<file path="src/hw/rtl/bba_pkg.sv">
// Shared constants and control types for the block bitmap allocator.
// No dependencies; every other file of the block refers to it by scoped names.
package bba_pkg;

  // Number of blocks tracked by the allocation bitmap
  localparam int BLOCKS = 64;

  // Internal widths derived from the block count
  localparam int IDX_W = (BLOCKS > 1) ? $clog2(BLOCKS) : 1;
  localparam int CNT_W = $clog2(BLOCKS + 1);

  // Fixed field widths of the transaction ports
  localparam int OPCODE_W = 2;
  localparam int SIZE_W   = 7;
  localparam int ADDR_W   = 7;
  localparam int BLKNUM_W = 6;
  localparam int STATUS_W = 3;

  // Request opcodes
  localparam logic [OPCODE_W-1:0] OP_CONTIG  = 2'd0;
  localparam logic [OPCODE_W-1:0] OP_INDEXED = 2'd1;
  localparam logic [OPCODE_W-1:0] OP_LINKED  = 2'd2;

  // Result status codes
  localparam logic [STATUS_W-1:0] ST_OK         = 3'd0;
  localparam logic [STATUS_W-1:0] ST_BAD_SIZE   = 3'd1;
  localparam logic [STATUS_W-1:0] ST_NO_RUN     = 3'd2;
  localparam logic [STATUS_W-1:0] ST_BAD_INDEX  = 3'd3;
  localparam logic [STATUS_W-1:0] ST_INDEX_USED = 3'd4;
  localparam logic [STATUS_W-1:0] ST_NO_SPACE   = 3'd5;

  // Commands from the controller to the datapath
  typedef struct packed {
    logic                load;        // capture a new request
    logic                clear;       // restart scan pointer and counters
    logic                scan_step;   // advance the contiguous run search
    logic                count_step;  // advance the free-block count
    logic                run_start;   // jump to the start of the found run
    logic                emit_run;    // emit and mark the block at the pointer
    logic                emit_index;  // emit and mark the index block
    logic                prep_take;   // rewind for the lowest-free walk
    logic                take_step;   // take the pointer block if free, advance
    logic                fail;        // emit a single failure result
    logic [STATUS_W-1:0] fail_status;
  } bba_cmd_t;

  // Status from the datapath to the controller
  typedef struct packed {
    logic [OPCODE_W-1:0] op;
    logic                size_bad;
    logic                idx_bad;
    logic                idx_used;
    logic                at_end;
    logic                cur_free;
    logic                run_hit;
    logic                space_short;
    logic                rem_one;
  } bba_stat_t;

endpackage

</file>
<file path="src/hw/rtl/bba_dp.sv">
// Datapath of the block bitmap allocator: bitmap, request registers,
// scan pointer, counters and result registers. Depends on bba_pkg.
module bba_dp (
  input  logic                           clk,
  input  logic                           rst,
  input  logic [bba_pkg::OPCODE_W-1:0]   opcode,
  input  logic [bba_pkg::SIZE_W-1:0]     block_count,
  input  logic [bba_pkg::ADDR_W-1:0]     index_address,
  input  bba_pkg::bba_cmd_t              cmd,
  output bba_pkg::bba_stat_t             stat,
  output logic                           valid,
  output logic [bba_pkg::BLKNUM_W-1:0]   block_number,
  output logic                           is_index,
  output logic [bba_pkg::STATUS_W-1:0]   status,
  output logic                           last
);

  localparam int IDX_W = bba_pkg::IDX_W;
  localparam int CNT_W = bba_pkg::CNT_W;

  // Used/free map, 1 = used
  logic [bba_pkg::BLOCKS-1:0]    alloc_map;

  // Captured request
  logic [bba_pkg::OPCODE_W-1:0]  op_r;
  logic [bba_pkg::SIZE_W-1:0]    size_r;
  logic [bba_pkg::ADDR_W-1:0]    idx_r;

  // Scan state
  logic [IDX_W-1:0]              ptr;
  logic [CNT_W-1:0]              run;
  logic [CNT_W-1:0]              cnt;

  logic [CNT_W-1:0]              size_c;
  logic [CNT_W-1:0]              run_next;
  logic [CNT_W-1:0]              cnt_next;
  logic [CNT_W-1:0]              start_w;
  logic [CNT_W:0]                need;
  logic [IDX_W-1:0]              idx_lo;
  logic                          ptr_in_range;
  logic                          cur_free;
  logic                          take_hit;

  // Decode request and scan conditions
  always_comb begin
    size_c       = CNT_W'(size_r);
    ptr_in_range = CNT_W'(ptr) < CNT_W'(bba_pkg::BLOCKS);
    cur_free     = ptr_in_range ? ~alloc_map[ptr] : 1'b0;
    run_next     = cur_free ? run + CNT_W'(1) : '0;
    cnt_next     = cnt + CNT_W'(cur_free);
    start_w      = CNT_W'(ptr) + CNT_W'(1) - size_c;
    need         = (CNT_W + 1)'(size_c) + (CNT_W + 1)'(op_r == bba_pkg::OP_INDEXED);
    idx_lo       = idx_r[IDX_W-1:0];
    take_hit     = cmd.take_step && cur_free;

    stat.op          = op_r;
    stat.size_bad    = (size_r == '0) ||
                       (size_r > bba_pkg::SIZE_W'(bba_pkg::BLOCKS));
    stat.idx_bad     = idx_r >= bba_pkg::ADDR_W'(bba_pkg::BLOCKS);
    stat.idx_used    = stat.idx_bad ? 1'b0 : alloc_map[idx_lo];
    stat.at_end      = ptr == IDX_W'(bba_pkg::BLOCKS - 1);
    stat.cur_free    = cur_free;
    stat.run_hit     = run_next == size_c;
    stat.space_short = need > (CNT_W + 1)'(cnt_next);
    stat.rem_one     = cnt == CNT_W'(1);
  end

  // Capture request fields
  always_ff @(posedge clk) begin
    if (cmd.load) begin
      op_r   <= opcode;
      size_r <= block_count;
      idx_r  <= index_address;
    end
  end

  // Advance pointer and counters
  always_ff @(posedge clk) begin
    if (cmd.clear) begin
      ptr <= '0;
      run <= '0;
      cnt <= '0;
    end else if (cmd.prep_take) begin
      ptr <= '0;
      cnt <= size_c;
    end else if (cmd.run_start) begin
      ptr <= start_w[IDX_W-1:0];
      cnt <= size_c;
    end else if (cmd.scan_step) begin
      ptr <= ptr + IDX_W'(1);
      run <= run_next;
    end else if (cmd.count_step) begin
      ptr <= ptr + IDX_W'(1);
      cnt <= cnt_next;
    end else if (cmd.emit_run) begin
      ptr <= ptr + IDX_W'(1);
      cnt <= cnt - CNT_W'(1);
    end else if (cmd.take_step) begin
      ptr <= ptr + IDX_W'(1);
      if (cur_free) begin
        cnt <= cnt - CNT_W'(1);
      end
    end
  end

  // Mark allocated blocks
  always_ff @(posedge clk) begin
    if (rst) begin
      alloc_map <= '0;
    end else if (cmd.emit_index) begin
      alloc_map[idx_lo] <= 1'b1;
    end else if (cmd.emit_run || take_hit) begin
      alloc_map[ptr] <= 1'b1;
    end
  end

  // Strobe for one cycle per result
  always_ff @(posedge clk) begin
    if (rst) begin
      valid <= 1'b0;
    end else begin
      valid <= cmd.emit_run || cmd.emit_index || take_hit || cmd.fail;
    end
  end

  // Load result payload
  always_ff @(posedge clk) begin
    if (cmd.fail) begin
      block_number <= '0;
      is_index     <= 1'b0;
      status       <= cmd.fail_status;
      last         <= 1'b1;
    end else if (cmd.emit_index) begin
      block_number <= bba_pkg::BLKNUM_W'(idx_lo);
      is_index     <= 1'b1;
      status       <= bba_pkg::ST_OK;
      last         <= 1'b0;
    end else if (cmd.emit_run || take_hit) begin
      block_number <= bba_pkg::BLKNUM_W'(ptr);
      is_index     <= 1'b0;
      status       <= bba_pkg::ST_OK;
      last         <= stat.rem_one;
    end
  end

endmodule

</file>
<file path="src/hw/rtl/bba_ctrl.sv">
// Controller of the block bitmap allocator: sequences check, search, count
// and emit phases. Depends on bba_pkg.
module bba_ctrl (
  input  logic               clk,
  input  logic               rst,
  input  logic               start,
  output logic               busy,
  input  bba_pkg::bba_stat_t stat,
  output bba_pkg::bba_cmd_t  cmd
);

  typedef enum logic [2:0] {
    S_IDLE,
    S_CHECK,
    S_SCAN_RUN,
    S_EMIT_RUN,
    S_COUNT,
    S_EMIT_INDEX,
    S_TAKE
  } state_t;

  state_t state;
  state_t state_next;

  assign busy = state != S_IDLE;

  // Decode next state and datapath commands
  always_comb begin
    state_next = state;
    cmd        = '0;
    unique case (state)
      S_IDLE: begin
        if (start) begin
          cmd.load   = 1'b1;
          state_next = S_CHECK;
        end
      end
      S_CHECK: begin
        state_next = S_IDLE;
        if (stat.op == bba_pkg::OP_CONTIG || stat.op == bba_pkg::OP_INDEXED ||
            stat.op == bba_pkg::OP_LINKED) begin
          if (stat.size_bad) begin
            cmd.fail        = 1'b1;
            cmd.fail_status = bba_pkg::ST_BAD_SIZE;
          end else if (stat.op == bba_pkg::OP_CONTIG) begin
            cmd.clear  = 1'b1;
            state_next = S_SCAN_RUN;
          end else if (stat.op == bba_pkg::OP_INDEXED && stat.idx_bad) begin
            cmd.fail        = 1'b1;
            cmd.fail_status = bba_pkg::ST_BAD_INDEX;
          end else if (stat.op == bba_pkg::OP_INDEXED && stat.idx_used) begin
            cmd.fail        = 1'b1;
            cmd.fail_status = bba_pkg::ST_INDEX_USED;
          end else begin
            cmd.clear  = 1'b1;
            state_next = S_COUNT;
          end
        end
      end
      S_SCAN_RUN: begin
        // stop at the first run long enough
        if (stat.run_hit) begin
          cmd.run_start = 1'b1;
          state_next    = S_EMIT_RUN;
        end else if (stat.at_end) begin
          cmd.fail        = 1'b1;
          cmd.fail_status = bba_pkg::ST_NO_RUN;
          state_next      = S_IDLE;
        end else begin
          cmd.scan_step = 1'b1;
        end
      end
      S_EMIT_RUN: begin
        cmd.emit_run = 1'b1;
        if (stat.rem_one) begin
          state_next = S_IDLE;
        end
      end
      S_COUNT: begin
        cmd.count_step = 1'b1;
        if (stat.at_end) begin
          if (stat.space_short) begin
            cmd.count_step  = 1'b0;
            cmd.fail        = 1'b1;
            cmd.fail_status = bba_pkg::ST_NO_SPACE;
            state_next      = S_IDLE;
          end else if (stat.op == bba_pkg::OP_INDEXED) begin
            state_next = S_EMIT_INDEX;
          end else begin
            cmd.count_step = 1'b0;
            cmd.prep_take  = 1'b1;
            state_next     = S_TAKE;
          end
        end
      end
      S_EMIT_INDEX: begin
        cmd.emit_index = 1'b1;
        cmd.prep_take  = 1'b1;
        state_next     = S_TAKE;
      end
      S_TAKE: begin
        cmd.take_step = 1'b1;
        if (stat.cur_free && stat.rem_one) begin
          state_next = S_IDLE;
        end
      end
      default: begin
        state_next = S_IDLE;
      end
    endcase
  end

  // Hold state
  always_ff @(posedge clk) begin
    if (rst) begin
      state <= S_IDLE;
    end else begin
      state <= state_next;
    end
  end

endmodule

</file>
<file path="src/hw/rtl/block_bitmap_allocator_unit.sv">
// Top level of the block bitmap allocator: controller plus datapath.
// Depends on bba_pkg, bba_ctrl and bba_dp.
//
// A request is taken when start is high and busy is low; busy stays high until
// the last result of the request has been issued. Results come one per strobe
// cycle (valid high for exactly one clock) and cannot be stalled, so the
// receiver must take each one as it appears. A failed request gives a single
// result with last set; an undefined opcode gives no result. Per request: the
// request is checked first; contiguous mode then walks the bitmap one block a
// cycle until the first fit and emits its blocks one per cycle; indexed and
// linked modes count free blocks over a full pass, emit the index block
// (indexed only), then walk the bitmap from block 0 one block a cycle until
// all requested blocks are taken, emitting a result on each free block found.
module block_bitmap_allocator_unit (
  input  logic                         clk,
  input  logic                         rst,
  input  logic                         start,
  output logic                         busy,
  input  logic [bba_pkg::OPCODE_W-1:0] opcode,
  input  logic [bba_pkg::SIZE_W-1:0]   block_count,
  input  logic [bba_pkg::ADDR_W-1:0]   index_address,
  output logic                         valid,
  output logic [bba_pkg::BLKNUM_W-1:0] block_number,
  output logic                         is_index,
  output logic [bba_pkg::STATUS_W-1:0] status,
  output logic                         last
);

  bba_pkg::bba_cmd_t  cmd;
  bba_pkg::bba_stat_t stat;

  // Sequence each transaction
  bba_ctrl u_ctrl (
    .clk   (clk),
    .rst   (rst),
    .start (start),
    .busy  (busy),
    .stat  (stat),
    .cmd   (cmd)
  );

  // Bitmap, scan and result registers
  bba_dp u_dp (
    .clk           (clk),
    .rst           (rst),
    .opcode        (opcode),
    .block_count   (block_count),
    .index_address (index_address),
    .cmd           (cmd),
    .stat          (stat),
    .valid         (valid),
    .block_number  (block_number),
    .is_index      (is_index),
    .status        (status),
    .last          (last)
  );

endmodule
</file>
<file path="config.mk">
export PLATFORM = sky130hd
export DESIGN_NAME = block_bitmap_allocator_unit
export DESIGN_NICKNAME = d
export VERILOG_FILES = /design/src/hw/rtl/bba_pkg.sv /design/src/hw/rtl/bba_dp.sv /design/src/hw/rtl/bba_ctrl.sv /design/src/hw/rtl/block_bitmap_allocator_unit.sv
export SDC_FILE = /design/constraint.sdc
export NUM_CORES = 1
export LEC_CHECK = 0
export ABC_AREA = 1
export BUFFER_PORTS_ARGS = -buffer_cell sky130_fd_sc_hd__buf_2
export CELL_PAD_IN_SITES_DETAIL_PLACEMENT = 2
export CELL_PAD_IN_SITES_GLOBAL_PLACEMENT = 2
export CORE_ASPECT_RATIO = 0.75
export CORE_MARGIN = 5
export CORE_UTILIZATION = 38
export CTS_CLUSTER_SIZE = 28
export DETAILED_ROUTE_END_ITERATION = 6
export PLACE_DENSITY_LB_ADDON = 0.1
export SETUP_SLACK_MARGIN = 0.4
export SLEW_MARGIN = 10
export SYNTH_ARGS = -nofsm -noshare
export SYNTH_HDL_FRONTEND = slang
export SYNTH_SLANG_ARGS = --single-unit
</file>
<file path="constraint.sdc">
create_clock -name clk -period 6.3 [get_ports clk]
set_input_delay 0 -clock clk [delete_from_list [all_inputs] [get_ports clk]]
set_output_delay 0 -clock clk [all_outputs]
set_load 0.01 [all_outputs]
</file>
Word-level counts from Yosys, hierarchy flattened

Cells that the tools add are included.

Latch bits: 0
Flip-flop bits (word level): 115
Word-level logic and storage cells: 156
Bits of input ports: 19
Memory bits (read-only): 0
Memories: 0
Output and inout port bits: 13
Memory bits (writable): 0

Equality and inequality tests: 18
Divide/modulo/power cells: 0
$mul: 0
Mux-type cells: 81
Add/subtract/negate cells: 7
Bitwise gates (word level): 5
Magnitude comparators: 7
Reductions and logical operators: 25
Shift-type cells: 0

Operators with widths:

| operator                                              | count |
|---|---|
| two-way mux 64 bit                                    | 2 |
| OR 64 bit                                             | 2 |
| two-way mux 7 bit                                     | 8 |
| two-way mux 3 bit                                     | 15 |
| two-way mux 6 bit                                     | 7 |
| two-way mux 4 bit                                     | 9 |
| two-way mux 1 bit                                     | 32 |
| one-hot mux 3 bit (7 select lines)                    | 1 |
| < comparator 6 x 7 -> 1 bit (second input constant)   | 2 |
| adder 6 x 1 -> 6 bit (second input constant)          | 2 |
| binary-select mux 1 bit (select 6 bit)                | 2 |
| demux 1 bit (select 6 bit)                            | 2 |
| >= comparator 6 x 1 -> 1 bit (second input constant)  | 2 |
| one-hot mux 4 bit (3 select lines)                    | 1 |
| nonzero test 5 bit                                    | 2 |
| == test 3 bit (second input constant)                 | 3 |
| adder 7 x 1 -> 8 bit                                  | 1 |
| greater-than comparator 8 x 7 -> 1 bit                | 1 |
| adder 7 x 1 -> 7 bit                                  | 1 |
| adder 7 x 1 -> 7 bit (second input constant)          | 1 |
| == test 7 x 1 -> 1 bit (second input constant)        | 1 |
| == test 7 bit                                         | 1 |
| >= comparator 7 bit (second input constant)           | 1 |
| greater-than comparator 7 bit (second input constant) | 1 |
| 24 further kinds                                      | 43 |

Longest topological paths before layout

Gate-level depths: netlist of the first run.

Depth after elaboration: 12
Depth in mapped cells: 28
Gate-level depth less buffers: 26

Hierarchy

From an unflattened synthesis of the first run, not the netlist that was laid out.

Cells, all modules: 1107
Area, all modules: 7405.9 um^2

Modules (own cells, without submodules):

| module   | seq. area each (um^2) | area an instance (um^2) | instances | cells an instance |
|---|---|---|---|---|
| bba_dp   | 2432.3                | 6962.9                  | 1         | 1026 |
| bba_ctrl | 60.1                  | 442.9                   | 1         | 81 |

Worst setup path after synthesis of the first run

No wires, ideal clock.

Kind: flip-flop to flip-flop
From: reg u_dp.ptr[0]
To: reg u_dp.cnt[1]
Library setup time: 0.116 ns
Stages on the path, launching flop included: 28
Buffers on the path: 4
Data required time: 6.184 ns
Slack: 2.466 ns
Period minus slack after synthesis: 3.834 ns
Data arrival time: 3.718 ns
Cell sequence: dfxtp_1 > buf_6 > buf_6 > nand2_1 > nand3_1 > nand2_1 > o21ai_2 > nand2_2 > nor2_4 > and2_1 > buf_4 > ha_1 > ha_1 > nand4_1 > xor2_1 > ha_1 > nand2_1 > inv_1 > a221oi_1 > a32o_1 > nand4_1 > nand2_1 > clkbuf_1 > o21ai_0 > nand2_1 > nand2_1 > nor2_1 > nor2_1

Cells in the longest elaborated chain, start to end: 12
Elaborated cells between the ends (all ways): 27
Classes of those cells: 1 x add/sub; 1 x order compare; 4 x eq/ne; 18 x mux; 1 x bitwise; 2 x reduce/logical

Ends and longest elaborated chain:

| element                                 | RTL line       | text |
|---|---|---|
| start: declaration                      | bba_dp.sv:30   | `logic [IDX_W-1:0] ptr;` |
| start signal: assignment                | bba_dp.sv:87   | `ptr <= start_w[IDX_W-1:0];` |
| start signal: assignment                | bba_dp.sv:90   | `ptr <= ptr + IDX_W'(1);` |
| start signal: assignment                | bba_dp.sv:93   | `ptr <= ptr + IDX_W'(1);` |
| binary-select mux 1 bit (select 6 bit)  | bba_dp.sv:48   | `cur_free = ptr_in_range ? ~alloc_map[ptr] : 1'b0;` |
| two-way mux 1 bit (implied by the code) | bba_dp.sv:48   |  |
| NOT 1 bit                               | bba_dp.sv:48   |  |
| adder 7 x 1 -> 7 bit                    | bba_dp.sv:50   | `cnt_next = cnt + CNT_W'(cur_free);` |
| greater-than comparator 8 x 7 -> 1 bit  | bba_dp.sv:64   | `stat.space_short = need > (CNT_W + 1)'(cnt_next);` |
| two-way mux 1 bit                       | bba_ctrl.sv:82 | `if (stat.space_short) begin` |
| two-way mux 1 bit                       | bba_ctrl.sv:81 | `if (stat.at_end) begin` |
| two-way mux 1 bit                       | bba_ctrl.sv:31 | `unique case (state)` |
| two-way mux 7 bit                       | bba_dp.sv:92   | `end else if (cmd.count_step) begin` |
| two-way mux 7 bit                       | bba_dp.sv:89   | `end else if (cmd.scan_step) begin` |
| two-way mux 7 bit                       | bba_dp.sv:86   | `end else if (cmd.run_start) begin` |
| two-way mux 7 bit                       | bba_dp.sv:83   | `end else if (cmd.prep_take) begin` |
| end signal: assignment                  | bba_dp.sv:85   | `cnt <= size_c;` |
| end signal: assignment                  | bba_dp.sv:88   | `cnt <= size_c;` |
| end signal: assignment                  | bba_dp.sv:94   | `cnt <= cnt_next;` |
| end: declaration                        | bba_dp.sv:32   | `logic [CNT_W-1:0] cnt;` |

Several ways; a longest one is shown, not always the timed one. The select of a mux whose other input is x is not followed.
A chain may end at the register's enable or synchronous reset.

Final worst setup path of the first run

From: reg u_dp.ptr[0]
To: reg u_dp.cnt[3]

The elaborated chain is that of the path after synthesis.

==> Implementation_results.wiki, run 1 <==
{| class="wikitable"
! Metric !! Value
|-
| Critical path arrival || 5.79 ns
|-
| Drt first pass iters || 5
|-
| Clock tree sinks || 115
|-
| Crit path capture type || register
|-
| Clock skew after layout || 0.0146 ns
|-
| Req. time, crit path || 6.63 ns
|-
| Mean instance size in the synthesized netlist || 6.65 um^2
|-
| Top flip-flop cell by instance count after synthesis || sky130_fd_sc_hd__dfxtp_1
|-
| Sequential cell area || 0.00249 mm^2
|-
| Ranking of synthesized cells by area || sky130_fd_sc_hd__dfxtp_1 (26%), sky130_fd_sc_hd__nand2_1 (15%), sky130_fd_sc_hd__inv_1 (8.3%)
|-
| Number of enable-type register cells in the synthesized netlist || 19
|-
| Row Count || 44
|-
| Synth Register Bits || 115
|-
| Via count of the first global-routing pass || 8672
|-
| Crit share post-route || 0.867
|-
| Post-synth top cells || sky130_fd_sc_hd__nand2_1 (292), sky130_fd_sc_hd__inv_1 (162), sky130_fd_sc_hd__dfxtp_1 (96)
|-
| Total number of vias || 8104
|-
| Slowest library cell on the worst path || sky130_fd_sc_hd__dfxtp_2
|-
| Portion of total power attributed to combinational logic || 0.509
|-
| Global placer's final weighted congestion || 0.894
|-
| Final hold slack || 0.257 ns
|-
| Tot GR Track Use || 0.310
|-
| Library cell used as clock root buffer || sky130_fd_sc_hd__clkbuf_16
|-
| Top-level I/O count || 32
|-
| ANT nets after route || 0
|-
| Top Family by Delay on Critical Path || simple AND/OR/NAND/NOR gates
|-
| Count of yosys warnings during synthesis || 0
|-
| Final count of hold timing violations || 0
|-
| Drt via density || 5.77
|-
| Max-slew headroom || 0.208
|-
| Layout cell share with drive strength beyond 1 || 0.0868
|-
| Static leakage || 3.53 nW
|-
| Number of buffers and inverters on the critical path || 5
|-
| Max clock buf depth || 2
|-
| Initial DRC Count || 699
|-
| Share of total power in sequential cells || 0.258
|-
| Remaining routing DRC violations || 0
|-
| Post-synthesis instance total || 1103
|-
| Synth unique cells || 45
|-
| Filler instances || 2329
|-
| Setup TNS || 0 ns
|-
| Leading area contributor after synthesis || sky130_fd_sc_hd__dfxtp_1
|-
| Overflow after GRT || 0
|-
| Relative contribution of the clock network to total power || 0.233
|-
| Area of the core region || 0.0192 mm^2
|-
| Die Outline Area || 0.0222 mm^2
|-
| Number of antenna violations at the first check in global routing || 1
|-
| Number of violations of the max-capacitance limit || 0
|-
| Startpoint class of the critical path || register
|-
| Transition time at the pin with the least slew margin || 1.18 ns
|-
| CTS tree || built
|-
| # setup viols final || 0
|-
| Power Dens Cells || 509 mW/mm^2
|-
| Initial Util || 0.383
|-
| Layout Area Growth over Synthesis || 14.8%
|-
| Period minus WS final || 5.46 ns
|-
| Critical Path Most Common Cell || sky130_fd_sc_hd__nand2_1
|-
| TritonCTS buffer count || 17
|-
| Setup repair after global routing missed its margin || no
|-
| Share of synthesized registers carrying an async set or reset || 0
|-
| Register area share after synthesis || 0.340
|-
| Chip Width || 170 um
|-
| Ant diodes || 0
|-
| Detailed placement HPWL || 23600 um
|-
| Clock edge transition at the registers on the reported setup and hold paths || 0.07 ns
|-
| Sw Ratio || 0.507
|-
| Maximum number of pins on one net before global-route repair || 69
|-
| Type of the tightest min-delay check || in2reg
|-
| Clock latency on the worst-skew pair || 0.43 ns
|-
| Area of combinational cells with multiple inputs || 0.00402 mm^2
|-
| Net switching power figure || 2.17 mW
|-
| Delay of the slowest cell on the worst path || 0.55 ns
|-
| Buffer count from post-CTS setup fixing || 0
|-
| Outcome || finished, final reports clean
|-
| IR drop worst, VDD || 0.165 mV
|-
| Maximum fanout encountered on the critical timing path || 25
|-
| Most frequent cell after synthesis || sky130_fd_sc_hd__nand2_1
|-
| Achievable clock frequency || 0.183 GHz
|-
| Number of nets at the end of the flow || 1183
|-
| Number of I/O port buffers || 31
|-
| Global-route wire length before repair || 52000 um
|-
| Proportion of netlist area held by the largest area contributor || 0.262
|-
| Worst setup path category || reg2reg
|-
| Design internal power || 2.11 mW
|-
| Average routed wire per standard cell || 24.2 um
|-
| Final slew viol count || 0
|-
| Height of the die || 130 um
|-
| Post-synthesis instance area || 0.00734 mm^2
|-
| H-tree depth || 4
|-
| Routed WL || 34000 um
|-
| Mapped Nets || 1147
|}
-- registers in the layout, indices dropped and copies added, names as in the netlist --
| register | cells |
|---|---|
| u_dp.size_c | 7 |
| u_dp.op_r | 2 |
| u_dp.alloc_map | 64 |
| u_dp.idx_r | 7 |
| u_ctrl.state | 3 |
| u_dp.is_index | 1 |
| u_dp.valid | 1 |
| u_dp.last | 1 |
| u_dp.ptr | 6 |
| u_dp.status | 3 |
| u_dp.block_number | 6 |
| u_dp.cnt | 7 |
| u_dp.run | 7 |
-- kinds of logic after synthesis --
logic type      share of synthesized area
compound gates                      0.186
simple gates                        0.285
buf+inv                             0.113
fa+ha+maj                          0.0437
xor+xnor                           0.0322
flops                               0.340
-- layout by cell type, fill, tap and decap left out, drive strengths merged, types with 4 or more instances in the layout --
master,Yosys,routed
a21oi,95,95
buf,18,37
clkbuf,19,17
clkinv,1,9
dfxtp,96,96
dlygate4sd3,0,17
edfxtp,19,19
ha,24,24
inv,168,170
nand2,297,297
nand3,59,59
nand4,18,18
nor2,91,91
nor3,21,21
o2111ai,5,5
o211ai,4,4
o21ai,44,44
o22ai,78,78
or2,4,4
xnor2,5,5
xor2,22,22
-- what timing repair did --
| action | in CTS | in global routing |
|---|---|---|
| gates resized for setup | 0 | 3 |
| hold buffers | 17 | 0 |
| endpoints found under the setup margin | 0 | 14 |
| hold endpoints to repair | 17 | 0 |
-- final timing paths --
kind / start / depth (start not counted) / endpoint / slack (ns)
hold / removal: rst / 3 / u_ctrl.state[1] / 0.26
setup reg to reg: u_dp.ptr[0] / 26 / u_dp.cnt[3] / 0.84
hold reg to reg: u_dp.is_index / 2 / u_dp.is_index / 0.47
setup / recovery: u_dp.ptr[0] / 26 / u_dp.cnt[3] / 0.84
-- power by group through the flow --
stage                     Sequential (mW)  Clock (mW)  Combinational (mW)
after floorplan                      1.01           0                1.45
after global placement               1.10           0                1.96
after detailed placement             1.11           0                2.04
after CTS                            1.10        1.00                2.10
after global routing                 1.12        1.03                2.37
final                                1.11       0.997                2.18
-- layer usage --
| layer | global-route usage | vias to the layer above | part of all wire |
|---|---|---|---|
| met3 | 0.0718 | 62 | 0.077 |
| li1 | - | 3724 | - |
| met2 | 0.474 | 296 | 0.43 |
| met5 | 0 | - | 0.00038 |
| met4 | 0.0822 | 2 | 0.021 |
| met1 | 0.440 | 4020 | 0.47 |
-- stage by stage --
| stage | worst slack (ns) | util | std cells | power, mW | instance area (um^2) |
|---|---|---|---|---|---|
| 6_report | 0.838 | 0.440 | 1405 | 4.28 | 8420 |
| 5_1_grt | 0.491 | 0.440 | 1405 | 4.52 | 8420 |
| 4_1_cts | 0.867 | 0.439 | 1405 | 4.19 | 8420 |
| 3_5_place_dp | 0.940 | 0.400 | 1356 | 3.15 | 7660 |
| 3_3_place_gp | 1.29 | 0.400 | 1356 | 3.06 | 7660 |
| 2_1_floorplan | 2.47 | - | 1103 | 2.46 | 7340 |
-- layout make-up --
| class | instances | share of cell area |
|---|---|---|
| multi-input combinational | 782 | 0.477 |
| inverter | 169 | 0.0756 |
| timing repair buffer | 54 | 0.0440 |
| tap | 253 | 0.0376 |
| sequential | 115 | 0.296 |
| clock buffer | 17 | 0.0505 |
| clock inverter | 15 | 0.0189 |
-- worst reg2reg max path, stage by stage, from the launching register on --
cell                       delay [ns]
sky130_fd_sc_hd__dfxtp_2         0.55
sky130_fd_sc_hd__buf_4           0.39
sky130_fd_sc_hd__nand2_1         0.13
sky130_fd_sc_hd__nand3_1         0.10
sky130_fd_sc_hd__nand2_1         0.07
sky130_fd_sc_hd__o21ai_1         0.25
sky130_fd_sc_hd__nand2_1         0.14
sky130_fd_sc_hd__nor2_4          0.22
sky130_fd_sc_hd__and2_1          0.32
sky130_fd_sc_hd__ha_1            0.26
sky130_fd_sc_hd__ha_1            0.25
sky130_fd_sc_hd__nand4_1         0.15
sky130_fd_sc_hd__xor2_1          0.27
sky130_fd_sc_hd__ha_1            0.31
sky130_fd_sc_hd__nand2_1         0.10
sky130_fd_sc_hd__inv_1           0.07
sky130_fd_sc_hd__a221oi_1        0.25
sky130_fd_sc_hd__a32o_1          0.27
sky130_fd_sc_hd__nand4_1         0.14
sky130_fd_sc_hd__nand2_1         0.40
sky130_fd_sc_hd__inv_1           0.15
sky130_fd_sc_hd__nand2_4         0.13
sky130_fd_sc_hd__inv_2           0.05
sky130_fd_sc_hd__nand2_2         0.13
sky130_fd_sc_hd__inv_2           0.10
sky130_fd_sc_hd__nor2_1          0.14
sky130_fd_sc_hd__nor2_1          0.07
Note: power is estimated with default switching activity, not from simulation.
==> run 2, diff against run 1 <==
--- a/config.mk
+++ b/config.mk
@@ -15,7 +15,9 @@
 export CTS_CLUSTER_SIZE = 28
 export DETAILED_ROUTE_END_ITERATION = 6
 export PLACE_DENSITY_LB_ADDON = 0.1
+export RECOVER_POWER = 25
 export SETUP_SLACK_MARGIN = 0.4
+export SKIP_LAST_GASP = 1
 export SLEW_MARGIN = 10
 export SYNTH_ARGS = -nofsm -noshare
 export SYNTH_HDL_FRONTEND = slang
==> run 2 against run 1 <==
  * Sequential share of layout area up 0.071 points
  * Largest cell class unchanged
  * Non-clock buffer count unchanged
  * Sequential cell count unchanged
  * Worst setup slack better by 0.012 ns
  * Cell count unchanged
  * First-iteration DRC count down 0.57%
  * Count of clock-buffer cells in the layout unchanged
  * Global-route usage unchanged
  * Largest power group unchanged
  * Combinational power about the same
  * Core utilization down 0.10 points
  * Clock skew about the same
  * Register-to-register slack about the same
  * Critical path type unchanged
==> Implementation_results.wiki, run 2 (synthesized netlist as in run 1, its figures left out) <==
{| class="wikitable"
! Metric !! Value
|-
| Static leakage || 3.48 nW (-1.4%)
|-
| Final slew viol count || 0 (unchanged)
|-
| Filler instances || 2336 (+0.30%)
|-
| Startpoint of the worst hold path || rst
|-
| Detailed placement HPWL || 23600 um (unchanged)
|-
| Clock skew after layout || 0.0145 ns (-0.0000986 ns)
|-
| Number of antenna violations at the first check in global routing || 1 (unchanged)
|-
| Critical path arrival || 5.78 ns (about the same)
|-
| Maximum fanout encountered on the critical timing path || 25 (unchanged)
|-
| Maximum number of pins on one net before global-route repair || 69 (unchanged)
|-
| Layout Area Growth over Synthesis || 14.5%
|-
| Setup Slack @ Placement || 0.940 ns (unchanged)
|-
| Req. time, crit path || 6.63 ns (about the same)
|-
| CTS tree || built
|-
| Type of the tightest min-delay check || in2reg
|-
| Depth of the worst register-to-register path || 26 (unchanged)
|-
| Worst hold path stage count || 3 (unchanged)
|-
| Clock tree sinks || 115 (unchanged)
|-
| Overflow after GRT || 0 (unchanged)
|-
| Initial DRC Count || 695 (-0.57%)
|-
| Ant diodes || 0 (unchanged)
|-
| Crit Reg-Reg Endpoint || u_dp.cnt[3]
|-
| Global-route wire length before repair || 52000 um (unchanged)
|-
| Power Dens Cells || 509 mW/mm^2 (about the same)
|-
| Buffer count from post-CTS setup fixing || 0 (unchanged)
|-
| Library cell used as clock root buffer || sky130_fd_sc_hd__clkbuf_16
|-
| Drt via density || 5.77 (about the same)
|-
| IR drop worst, VDD || 0.165 mV (about the same)
|-
| Startpoint class of the critical path || register
|-
| # setup viols final || 0 (unchanged)
|-
| Top-level I/O count || 32 (unchanged)
|-
| Drt first pass iters || 5 (unchanged)
|-
| Critical Path Most Common Cell || sky130_fd_sc_hd__nand2_1
|-
| Clock latency on the worst-skew pair || 0.43 ns (about the same)
|-
| Crit path capture type || register
|-
| Via count of the first global-routing pass || 8672 (unchanged)
|-
| Top Family by Delay on Critical Path || simple AND/OR/NAND/NOR gates
|-
| Chip Width || 170 um (unchanged)
|-
| Clock edge transition at the registers on the reported setup and hold paths || 0.07 ns (about the same)
|-
| Worst setup path startpoint || u_dp.ptr[0]
|-
| Worst setup path category || reg2reg
|-
| R2R Path Start || u_dp.ptr[0]
|-
| Transition time at the pin with the least slew margin || 1.18 ns (-0.000000119 ns)
|-
| TritonCTS buffer count || 17 (unchanged)
|-
| Final count of hold timing violations || 0 (unchanged)
|-
| Hold Crit Endpoint || u_ctrl.state[1]
|-
| Max-slew headroom || 0.208 (unchanged)
|-
| Initial Util || 0.383 (unchanged)
|-
| ANT nets after route || 0 (unchanged)
|-
| Period minus WS final || 5.45 ns (-0.0123 ns)
|-
| Number of I/O port buffers || 31 (unchanged)
|-
| Routed WL || 34000 um (about the same)
|-
| Number of violations of the max-capacitance limit || 0 (unchanged)
|-
| Register with the most flip-flops || u_dp.alloc_map
|-
| Post-layout worst setup margin || 0.850 ns (+0.0123 ns)
|-
| Number of nets at the end of the flow || 1183 (unchanged)
|-
| Most frequent standard cell in the layout excluding fill and tap cells || sky130_fd_sc_hd__nand2_1
|-
| Commonest cells after routing, fill and taps aside || sky130_fd_sc_hd__nand2_1 (291), sky130_fd_sc_hd__inv_1 (162), sky130_fd_sc_hd__a21oi_1 (95), sky130_fd_sc_hd__dfxtp_1 (95), sky130_fd_sc_hd__nor2_1 (84)
|-
| Tot GR Track Use || 0.310 (unchanged)
|-
| Crit share post-route || 0.865 (-0.00195)
|-
| Global placer's final weighted congestion || 0.894 (unchanged)
|-
| Slack of the worst reg-to-reg path || 0.85 ns (about the same)
|-
| Number of buffers and inverters on the critical path || 5 (unchanged)
|-
| Layout cell share with drive strength beyond 1 || 0.0747 (-0.0122)
|-
| Setup TNS || 0 ns (unchanged)
|-
| Delay of the slowest cell on the worst path || 0.55 ns (about the same)
|-
| Max clock buf depth || 2 (unchanged)
|-
| H-tree depth || 4 (unchanged)
|-
| Setup repair after global routing missed its margin || no
|-
| Slowest library cell on the worst path || sky130_fd_sc_hd__dfxtp_2
|-
| Remaining routing DRC violations || 0 (unchanged)
|-
| Die Outline Area || 0.0222 mm^2 (unchanged)
|-
| Max reg flops || 64 (unchanged)
|-
| Row Count || 44 (unchanged)
|-
| Average routed wire per standard cell || 24.2 um (about the same)
|-
| Area of the core region || 0.0192 mm^2 (unchanged)
|-
| Final core utilization || 0.438 (-0.00105)
|-
| Total number of vias || 8103 (-0.012%)
|-
| Outcome || finished, final reports clean
|-
| Achievable clock frequency || 0.183 GHz (+0.23%)
|-
| Height of the die || 130 um (unchanged)
|}
## run 2: cell types whose count changed in the layout (fill, tap and decap cells not counted), sizes merged
cell / before / now
buf: 37 / 23
clkbuf: 17 / 31
## run 2: through the flow
stage	std cells	hold WS, ns	total power, mW	instance area (um^2)
after global placement	1356	0.178	3.06	7660
after global routing	1405	0.279	4.51	8400
after floorplan	1103	0.0989	2.46	7340
after detailed placement	1356	0.179	3.15	7660
final	1405	0.257	4.27	8400
after CTS	1405	0.243	4.19	8420
## run 2: area by class of cell
cell class | instances | area [um^2] | share of cell area
multi-input cells | 782 | 4020 | 0.478
flip-flops and latches | 115 | 2490 | 0.297
inverters | 169 | 637 | 0.0758
clock buffers | 17 | 425 | 0.0506
repair buffers | 54 | 350 | 0.0417
well taps | 253 | 317 | 0.0377
clock inverters | 15 | 159 | 0.0189
## run 2: where the power goes
group	leakage [nW]	internal [mW]	switching [mW]
combinational	2.24	0.620	1.55
clock	0.280	0.584	0.412
sequential	0.962	0.896	0.212
## run 2: repair_timing
item,4_1_cts,5_1_grt
hold buffers,17,0
hold endpoints to repair,17,0
endpoints found under the setup margin,0,14
resized for setup,0,3
## run 2: worst reg2reg max path, cell delays in order, from the launching register on
cell and delay, ns:
sky130_fd_sc_hd__dfxtp_2 0.55, sky130_fd_sc_hd__buf_4 0.39, sky130_fd_sc_hd__nand2_1 0.13, sky130_fd_sc_hd__nand3_1 0.10, sky130_fd_sc_hd__nand2_1 0.07, sky130_fd_sc_hd__o21ai_1 0.25, sky130_fd_sc_hd__nand2_1 0.14, sky130_fd_sc_hd__nor2_4 0.22
sky130_fd_sc_hd__and2_1 0.32, sky130_fd_sc_hd__ha_1 0.26, sky130_fd_sc_hd__ha_1 0.25, sky130_fd_sc_hd__nand4_1 0.15, sky130_fd_sc_hd__xor2_1 0.27, sky130_fd_sc_hd__ha_1 0.31, sky130_fd_sc_hd__nand2_1 0.10, sky130_fd_sc_hd__inv_1 0.07
sky130_fd_sc_hd__a221oi_1 0.25, sky130_fd_sc_hd__a32o_1 0.27, sky130_fd_sc_hd__nand4_1 0.14, sky130_fd_sc_hd__nand2_1 0.39, sky130_fd_sc_hd__inv_1 0.15, sky130_fd_sc_hd__nand2_4 0.13, sky130_fd_sc_hd__inv_2 0.05, sky130_fd_sc_hd__nand2_2 0.13
sky130_fd_sc_hd__inv_2 0.10, sky130_fd_sc_hd__nor2_1 0.14, sky130_fd_sc_hd__nor2_1 0.07
## run 2: metal layers
metal | vias up | global-route usage | wire length, um
met5 | - | 0 | 13
met4 | 2 | 0.0822 | 686
met3 | 62 | 0.0718 | 2610
met2 | 301 | 0.474 | 14600
met1 | 4016 | 0.440 | 16100
li1 | 3722 | - | -
## run 2: worst max path at each step
stage,endpoint,cells after the start
final,u_dp.cnt[3],26
after global routing,u_dp.cnt[3],26
after CTS,u_dp.cnt[3],26
after detailed placement,u_dp.cnt[3],26
after global placement,u_dp.cnt[3],26
after floorplan,u_dp.cnt[1],27
==> run 3, diff against run 2 <==
--- a/config.mk
+++ b/config.mk
@@ -5,13 +5,12 @@
 export SDC_FILE = /design/constraint.sdc
 export NUM_CORES = 1
 export LEC_CHECK = 0
-export ABC_AREA = 1
-export BUFFER_PORTS_ARGS = -buffer_cell sky130_fd_sc_hd__buf_2
+export BUFFER_PORTS_ARGS = -buffer_cell sky130_fd_sc_hd__buf_4
 export CELL_PAD_IN_SITES_DETAIL_PLACEMENT = 2
 export CELL_PAD_IN_SITES_GLOBAL_PLACEMENT = 2
 export CORE_ASPECT_RATIO = 0.75
 export CORE_MARGIN = 5
-export CORE_UTILIZATION = 38
+export CORE_UTILIZATION = 41
 export CTS_CLUSTER_SIZE = 28
 export DETAILED_ROUTE_END_ITERATION = 6
 export PLACE_DENSITY_LB_ADDON = 0.1
==> run 3 against run 2 <==
  * Critical path type unchanged
  * Synthesized area hardly changed
  * Cell count is 17% lower
  * Hold slack worse by 0.14 ns
  * Critical path depth decreased by 5
  * Total power is 6.4% lower
  * Synthesized cell count fell by 19%
  * Clock power grew 4%
  * Register-to-register slack got worse by 0.05 ns
  * Non-clock buffer count is 9 higher
  * Highest routed layer is now met4
  * Design area up 0.36%
  * Sequential cell count is the same
  * Combinational power down 18%
==> Implementation_results.wiki, run 3 <==
{| class="wikitable"
! Metric !! Value
|-
| Outcome || finished, final reports clean
|-
| Top flip-flop cell by instance count after synthesis || sky130_fd_sc_hd__dfxtp_1
|-
| Depth of the worst register-to-register path || 21 (-19%)
|-
| R2R Path Start || u_dp.ptr[5]
|-
| Worst hold path stage count || 2 (-1)
|-
| Height of the die || 126 um (-3.4%)
|-
| Total number of vias || 7554 (-6.8%)
|-
| Placed cells || 1118 (-18%)
|-
| H-tree depth || 4 (unchanged)
|-
| Slowest library cell on the worst path || sky130_fd_sc_hd__dfxtp_1
|-
| Number of enable-type register cells in the synthesized netlist || 19 (unchanged)
|-
| CTS tree || built
|-
| Tot GR Track Use || 0.311 (+0.00146)
|-
| Proportion of netlist area held by the largest area contributor || 0.262 (about the same)
|-
| Detailed placement HPWL || 21700 um (-8.2%)
|-
| Clock skew after layout || 0.0138 ns (-0.000712 ns)
|-
| Setup TNS || 0 ns (unchanged)
|-
| Synth Register Bits || 115 (unchanged)
|-
| Initial DRC Count || 738 (+6.2%)
|-
| Ranking of synthesized cells by area || sky130_fd_sc_hd__dfxtp_1 (26%), sky130_fd_sc_hd__edfxtp_1 (7.8%), sky130_fd_sc_hd__o22ai_1 (6.8%)
|-
| Area of the core region || 0.0176 mm^2 (-8.1%)
|-
| Worst setup path category || reg2reg
|-
| Startpoint class of the critical path || register
|-
| Final slew viol count || 0 (unchanged)
|-
| Layout cell share with drive strength beyond 1 || 0.115 (+0.0399)
|-
| Req. time, crit path || 6.67 ns (+0.04 ns)
|-
| Max-slew headroom || 0.229 (+0.0208)
|-
| Count of yosys warnings during synthesis || 0 (unchanged)
|-
| Register with the most flip-flops || u_dp.alloc_map
|-
| Number of violations of the max-capacitance limit || 0 (unchanged)
|-
| Post-synthesis instance area || 0.00734 mm^2 (about the same)
|-
| Type of the tightest min-delay check || in2reg
|-
| IR drop worst, VDD || 0.221 mV (+34%)
|-
| Commonest cells after routing, fill and taps aside || sky130_fd_sc_hd__nor2_1 (114), sky130_fd_sc_hd__a21oi_1 (94), sky130_fd_sc_hd__dfxtp_1 (92)
|-
| Delay of the slowest cell on the worst path || 0.69 ns (+0.14 ns)
|-
| Crit share post-route || 0.873 (+0.00797)
|-
| Layout Area Growth over Synthesis || 14.9%
|-
| Clock edge transition at the registers on the reported setup and hold paths || 0.06 ns (about the same)
|-
| # setup viols final || 0 (unchanged)
|-
| Most frequent cell after synthesis || sky130_fd_sc_hd__nor2_1
|-
| Critical path arrival || 5.87 ns (+0.09 ns)
|-
| ANT nets after route || 0 (unchanged)
|-
| Crit Reg-Reg Endpoint || u_dp.cnt[3]
|-
| Via count of the first global-routing pass || 8018 (-7.5%)
|-
| Top-level I/O count || 32 (unchanged)
|-
| Die Outline Area || 0.0207 mm^2 (-6.8%)
|-
| Achievable clock frequency || 0.182 GHz (-0.91%)
|-
| Global placer's final weighted congestion || 0.921 (+3.0%)
|-
| Chip Width || 164 um (-3.5%)
|-
| Number of antenna violations at the first check in global routing || 0 (-1)
|-
| Startpoint of the worst hold path || rst
|-
| Remaining routing DRC violations || 0 (unchanged)
|-
| Clock tree sinks || 115 (unchanged)
|-
| Number of I/O port buffers || 31 (unchanged)
|-
| Hold Crit Endpoint || u_dp.alloc_map[30]
|-
| Number of buffers and inverters on the critical path || 2 (-3)
|-
| Average routed wire per standard cell || 27.5 um (+14%)
|-
| Setup repair after global routing missed its margin || no
|-
| Ordered cell list for the critical path || nand2b_1 -> o21bai_1 -> nand4_1 -> or3_4 -> inv_8 -> ha_1 -> ha_1 -> nand3_1 -> nor2_1 -> xnor2_1 -> ha_1 -> a21oi_1 -> o22a_1 -> nand3_1 -> a2bb2oi_2 -> buf_4 -> nor2_1 -> a21oi_1 -> or4_1 -> a21o_1 -> a21oi_1
|-
| Drt first pass iters || 5 (unchanged)
|-
| Most frequent standard cell in the layout excluding fill and tap cells || sky130_fd_sc_hd__nor2_1
|-
| Leading area contributor after synthesis || sky130_fd_sc_hd__dfxtp_1
|-
| Global-route wire length before repair || 49100 um (-5.5%)
|-
| Final count of hold timing violations || 0 (unchanged)
|-
| Initial Util || 0.417 (+0.0339)
|-
| Drt via density || 6.47 (+12%)
|-
| Power Dens Cells || 474 mW/mm^2 (-6.8%)
|-
| Post-synth top cells || sky130_fd_sc_hd__nor2_1 (114), sky130_fd_sc_hd__dfxtp_1 (96), sky130_fd_sc_hd__a21oi_1 (94)
|-
| TritonCTS buffer count || 17 (unchanged)
|-
| Post-synthesis instance total || 896 (-19%)
|-
| Transition time at the pin with the least slew margin || 1.15 ns (-0.0356 ns)
|-
| Routed WL || 32100 um (-5.6%)
|-
| Register area share after synthesis || 0.340 (about the same)
|-
| Period minus WS final || 5.50 ns (+0.0502 ns)
|-
| Maximum number of pins on one net before global-route repair || 68 (-1.4%)
|-
| Ant diodes || 0 (unchanged)
|-
| Maximum fanout encountered on the critical timing path || 13 (-48%)
|-
| Number of nets at the end of the flow || 956 (-19%)
|-
| Cell Count, Final, Fillers Out || 1167 (-17%)
|-
| Mean instance size in the synthesized netlist || 8.19 um^2 (+23%)
|-
| Row Count || 42 (-4.5%)
|-
| Top Family by Delay on Critical Path || simple AND/OR/NAND/NOR gates
|-
| Max reg flops || 64 (unchanged)
|-
| Share of synthesized registers carrying an async set or reset || 0 (unchanged)
|-
| Crit path capture type || register
|-
| Static leakage || 3.12 nW (-10%)
|-
| Clock latency on the worst-skew pair || 0.44 ns (about the same)
|-
| Library cell used as clock root buffer || sky130_fd_sc_hd__clkbuf_16
|-
| Max clock buf depth || 2 (unchanged)
|-
| Slack of the worst reg-to-reg path || 0.80 ns (-0.05 ns)
|-
| Overflow after GRT || 0 (unchanged)
|-
| Mapped Nets || 940 (-18%)
|-
| Synth unique cells || 78 (+73%)
|}
[run 3: cell type report]
class / instances / area, um^2
inverter: 26 / 105
clock inverter: 14 / 178
sequential: 115 / 2500
multi-input combinational: 689 / 4450
fill: 1927 / 9170
tap: 242 / 303
clock buffer: 18 / 429
timing repair buffer: 63 / 468
[run 3: worst max path at each step]
stage	endpoint	start	slack, ns	cells after the start
6_report	u_dp.cnt[3]	u_dp.ptr[5]	0.80	21
5_1_grt	u_dp.cnt[3]	u_dp.ptr[2]	0.47	23
4_1_cts	u_dp.ptr[2]	u_dp.ptr[1]	0.43	22
3_5_place_dp	u_dp.ptr[2]	u_dp.ptr[0]	0.35	23
3_3_place_gp	u_dp.ptr[2]	u_dp.ptr[0]	0.83	23
2_1_floorplan	u_dp.ptr[2]	u_dp.ptr[0]	1.63	24
[run 3: stage by stage]
step	setup slack, ns	power [mW]	cell area [um^2]	utilization	hold WS, ns
after floorplan	1.63	2.28	7340	-	0.0989
after global placement	0.834	2.77	7680	0.437	0.178
after detailed placement	0.347	2.88	7680	0.437	0.179
after CTS	0.425	3.95	8460	0.480	0.0924
after global routing	0.469	4.19	8430	0.479	0.120
final	0.800	4.00	8430	0.479	0.122
[run 3: worst register-to-register path: cells and delay by family, from the launching register on]
kind	cells	cell delay, ns
AO/OA/AOI/OAI	7	1.22
flip-flops	1	0.69
buffers and inverters	2	0.33
AND/OR/NAND/NOR	8	2.24
adder cells (fa/ha/maj)	3	0.77
XOR/XNOR	1	0.19
[run 3: report_power, final]
part / leakage (nW) / switching (mW) / internal (mW)
clock network: 0.292 / 0.415 / 0.627
logic: 1.87 / 1.13 / 0.642
registers: 0.960 / 0.302 / 0.886
total: 3.12 / 1.84 / 2.16
[run 3: cell families (layout without fill, tap and decap cells)]
logic type | Yosys count | in the layout | synth area share
compound gates | 279 | 279 | 0.246
xor+xnor | 28 | 28 | 0.0334
mux | 58 | 58 | 0.0847
flops | 115 | 115 | 0.340
buf+inv | 92 | 121 | 0.0558
simple gates | 299 | 299 | 0.196
fa+ha+maj | 25 | 25 | 0.0436
[run 3: per-layer routing]
| layer | wire length, um | GRT usage | vias to the layer above |
|---|---|---|---|
| met5 | 0 | 0 | - |
| met4 | 682 | 0.102 | 0 |
| met3 | 2380 | 0.0745 | 57 |
| met2 | 14300 | 0.474 | 303 |
| met1 | 14700 | 0.436 | 3866 |
| li1 | - | - | 3328 |
[run 3: timing repair]
action | in CTS | in global routing
buffers inserted | 0 | 1
pin swaps | 0 | 0
endpoints found under the setup margin | 2 | 13
hold endpoints to repair | 16 | 0
gates resized for setup | 2 | 6
hold buffers | 16 | 0
